<file path="src/rtl/core/gtp_pkg.sv">
package gtp_pkg;

  localparam int CORDIC_STAGES = 16;
  localparam int TABLE_LEN = 24;
  localparam int NSTG = (CORDIC_STAGES < TABLE_LEN) ? CORDIC_STAGES : TABLE_LEN;
  localparam int NORM = 6;
  localparam int VW = 46;
  localparam int ZW = 32;
  localparam int IW = $clog2(TABLE_LEN);

  localparam logic signed [ZW:0] PI28 = 33'sd843314857;
  localparam logic signed [ZW:0] TWO_PI28 = 33'sd1686629713;
  localparam logic signed [34:0] RATE_MAX = 35'sd8388607;
  localparam logic signed [34:0] RATE_MIN = -35'sd8388608;

  typedef enum logic [2:0] {
    REG_GOAL_X      = 3'd0,
    REG_GOAL_Y      = 3'd1,
    REG_GAIN        = 3'd2,
    REG_STOP_RADIUS = 3'd3,
    REG_SLOW_RADIUS = 3'd4,
    REG_FAST_SPEED  = 3'd5,
    REG_SLOW_SPEED  = 3'd6
  } cfg_reg_t;

  typedef struct packed {
    logic signed [VW-1:0] x;
    logic signed [VW-1:0] y;
    logic signed [ZW-1:0] z;
    logic                 zero;
  } vec_t;

  typedef struct packed {
    logic far_stop;
    logic far_slow;
  } dist_t;

  function automatic logic [VW-1:0] mag(input logic signed [VW-1:0] v);
    return (v < 0) ? VW'(-v) : VW'(v);
  endfunction

  function automatic logic signed [ZW-1:0] atan_q28(input logic [IW-1:0] i);
    logic signed [ZW-1:0] r;
    case (i)
      5'd0:  r = 32'sd210828714;
      5'd1:  r = 32'sd124459457;
      5'd2:  r = 32'sd65760959;
      5'd3:  r = 32'sd33381290;
      5'd4:  r = 32'sd16755422;
      5'd5:  r = 32'sd8385879;
      5'd6:  r = 32'sd4193963;
      5'd7:  r = 32'sd2097109;
      5'd8:  r = 32'sd1048571;
      5'd9:  r = 32'sd524287;
      5'd10: r = 32'sd262144;
      5'd11: r = 32'sd131072;
      5'd12: r = 32'sd65536;
      5'd13: r = 32'sd32768;
      5'd14: r = 32'sd16384;
      5'd15: r = 32'sd8192;
      5'd16: r = 32'sd4096;
      5'd17: r = 32'sd2048;
      5'd18: r = 32'sd1024;
      5'd19: r = 32'sd512;
      5'd20: r = 32'sd256;
      5'd21: r = 32'sd128;
      5'd22: r = 32'sd64;
      5'd23: r = 32'sd32;
      default: r = '0;
    endcase
    return r;
  endfunction

endpackage

</file>
<file path="src/rtl/core/gtp_norm_cell.sv">
module gtp_norm_cell import gtp_pkg::*; (
  input  logic       clk,
  input  logic       en,
  input  logic [5:0] k,
  input  vec_t       d,
  output vec_t       q
);

  logic [VW-1:0] ax, ay, m, lim;
  vec_t nxt;

  // shift left by k while the larger magnitude stays below 2^41
  always_comb begin
    ax = mag(d.x);
    ay = mag(d.y);
    m = (ax > ay) ? ax : ay;
    lim = VW'(1) << (6'd41 - k);
    nxt = d;
    if (m < lim) begin
      nxt.x = d.x <<< k;
      nxt.y = d.y <<< k;
    end
  end

  always_ff @(posedge clk) begin
    if (en) q <= nxt;
  end

endmodule

</file>
<file path="config.mk">
export PLATFORM = sky130hd
export DESIGN_NAME = gtp_norm_cell
export DESIGN_NICKNAME = d
export VERILOG_FILES = /design/src/rtl/core/gtp_pkg.sv /design/src/rtl/core/gtp_norm_cell.sv
export SDC_FILE = /design/constraint.sdc
export NUM_CORES = 1
export LEC_CHECK = 0
export BUFFER_PORTS_ARGS = -buffer_cell sky130_fd_sc_hd__buf_2
export CAP_MARGIN = 20
export CORE_MARGIN = 2
export CORE_UTILIZATION = 34
export CTS_CLUSTER_DIAMETER = 120
export DETAILED_ROUTE_END_ITERATION = 7
export GPL_TIMING_DRIVEN = 0
export PLACE_DENSITY_LB_ADDON = 0.15
export SLEW_MARGIN = 15
export SYNTH_ARGS = -nofsm -noshare
export SYNTH_HDL_FRONTEND = slang
export SYNTH_SLANG_ARGS = --single-unit
export TNS_END_PERCENT = 50
</file>
<file path="constraint.sdc">
create_clock -name clk -period 20.7 [get_ports clk]
set_clock_uncertainty 0.1 [all_clocks]
set_input_delay 5.175 -clock clk [delete_from_list [all_inputs] [get_ports clk]]
set_output_delay 5.175 -clock clk [all_outputs]
set_load 0.01 [all_outputs]
</file>
==> flow_summary.ini <==
[clocking]
cts_resized = 0
cts_setup_buffers = 0
clockBufferDepth = 2
clk_pin_slew_worst_paths_ns = 0.06
cts-hold-fix-buffers = 0
clock_sinks = 125
cts_tree = done
cts.htree.levels = 4
clockRootBuffer = clkbuf_16
cts_buffers = 17

[global_routing]
antenna_found_initial = 5
grt_max_degree = 90
grt_pass1_vias = 15140
grt_usage_pct = 33.7
grt_pass1_wl_um = 108000
grt.overflow.total = 0

[timing]
post-route-period-util_pct = 72.1
rsz0062_at_grt = no
fin_tns_setup_ns = 0
drv_slew = 0
setup_viol = 0
worst_slew_pin_slew_ns = 1.15
fin_crit_ns = 14.93
relSlewSlack_pct = 21.1
final_hold_viol_count = 0
max_freq_mhz = 67.0

[setup_path]
startpoint_type = input port
crit_top_cell = nand4_1
cp-end-kind = flop
cp_max_fo = 10
cp.arrival_ns = 15.01
slowest_stage = clkbuf_1
crit_required_ns = 20.79
critical_path_class = in2reg
cpPeakStageDelay_ns = 0.82

[logic_synthesis]
synth_area_leaders = edfxtp_1 25%, mux2_2 9.9%, mux2i_1 9.3%
synth-async-reset-ratio_pct = 0
synth_common_cells = 225 x nand2_1, 139 x mux2i_1, 132 x mux2_2
synth_ff_type = edfxtp_1
synth_edf_count = 125
synth_top_area_share_pct = 25.1
syn-num-nets = 1894
syn_avg_cell_area_um2 = 8.97
synth_cells = 1667
synth_top_cell_by_area = edfxtp_1
ys_ff_latch = 125
yosys.cell_types.count = 65
synth.most_common_cell = nand2_1
ys_warn_count = 0
synth-seq-area-share_pct = 25.1
synthesis.area_um2 = 15000

[power_and_ir_drop]
clock_power_share_pct = 24.5
p_switching_mw = 0.504
p_int_mw = 0.745
p_comb_share_pct = 48.1
power.static_leakage_nw = 7.24
swShare_pct = 40.4
max-vdd-ir-drop_uv = 42.2
p_per_area_nw_per_um2 = 71.4
seq_power_share_pct = 27.4

[drt]
firstDrtPassIters = 6
drc = 0
drt_iter0_markers = 1584
routedWlPerCell_um = 31.2
viasPerCell = 6.15
wirelength_um = 78500
dr_total_vias = 15481
ant_nets = 0

[floorplanning]
fp.dieH_um = 214
dieArea_um2 = 45700
rows = 76
ios = 258
die_w_um = 214
coreArea_um2 = 43300
initial_utilization_pct = 34.6

[layout]
drive_gt1_share_pct = 24.6
top_regs = q x125
stdcell_count = 2517
nets = 2146
final_util_pct = 40.4
area_delta_synth_final_pct = 17.0
largest_reg_flops = 125
finalInstanceArea_um2 = 17500
antenna_cells = 0
regMostFlops = q

[placement]
place_congestion = 0.997
port-buffer-count = 228
dp_hpwl_um = 63500
dp.cells = 2484
placed_area_um2 = 16900

[min_path]
min_delay_path_depth = 1
holdCritPathClass = in2reg

[job]
maxCapViolCount = 0

[status]
outcome = complete, no violations
area by class of cell:
cell class              instances  area [µm²]
fillers                      4456       25800
flip-flops and latches        125        3750
clock inverters                15         178
well taps                     585         732
inverters                      67         251
clock buffers                  17         425
repair buffers                233        1200
multi-input cells            1343       10400
plain buffers                 132         522
power by group through the flow:
| stage | registers [mW] | logic [mW] | clock network [mW] |
|---|---|---|---|
| 4_1_cts | 0.342 | 0.589 | 0.311 |
| 5_1_grt | 0.346 | 0.639 | 0.321 |
| 2_1_floorplan | 0.371 | 0.337 | 0 |
| 3_3_place_gp | 0.348 | 0.582 | 0 |
| 6_report | 0.342 | 0.601 | 0.306 |
| 3_5_place_dp | 0.348 | 0.585 | 0 |
worst max-delay path: cells and delay by family:
| kind | cells | cell delay (ns) |
|---|---|---|
| xor gates and xnor gates | 1 | 0.27 |
| AOI/OAI and AO/OA | 9 | 1.98 |
| muxes | 2 | 0.75 |
| adders and majority gates | 2 | 0.60 |
| buffers and inverters | 6 | 2.85 |
| and+or+nand+nor | 8 | 3.38 |
through the flow:
step | hold WS [ns] | power, mW | setup slack [ns]
after floorplan | 5.17 | 0.708 | 8.09
after CTS | 4.80 | 1.24 | 6.03
after detailed placement | 5.25 | 0.933 | 5.63
after global placement | 5.25 | 0.930 | 5.63
after global routing | 4.80 | 1.31 | 5.51
final | 4.80 | 1.25 | 5.77
final timing paths:
check,from,endpoint,slack (ns)
min,d[31],q[31],4.80
max,d[84],q[82],5.77
cells in the final DEF (no fill, tap or decap), drive strengths merged, types with 18 or more instances in the layout:
master and count:
inv 72, nand2 225, ha 94, o21ai 98
o31ai 28, mux2i 139, mux4 49, buf 271
a21oi 79, mux2 132, o22ai 41, nand3 29
xor2 74, edfxtp 125, a211oi 18, nor2 100
clkbuf 111
logic make-up after synthesis:
| family | share of synthesized area, % |
|---|---|
| and+or+nand+nor | 14.6 |
| AOI/OAI and AO/OA | 15.5 |
| muxes | 26.6 |
| buffers and inverters | 5.16 |
| DFF | 25.1 |
| adders and majority gates | 7.86 |
| xor gates and xnor gates | 5.21 |
metal layers:
metal / vias up / GRT usage (%) / part of all wire (%) / routed length, µm
met5: - / 0 / 0 / 0
met4: 0 / 20.3 / 6.1 / 4780
met3: 208 / 5.84 / 8.5 / 6710
met2: 983 / 53.6 / 45 / 35300
met1: 7588 / 42.8 / 40 / 31600
li1: 6702 / - / - / -
Power figures use the tool's default switching activity.
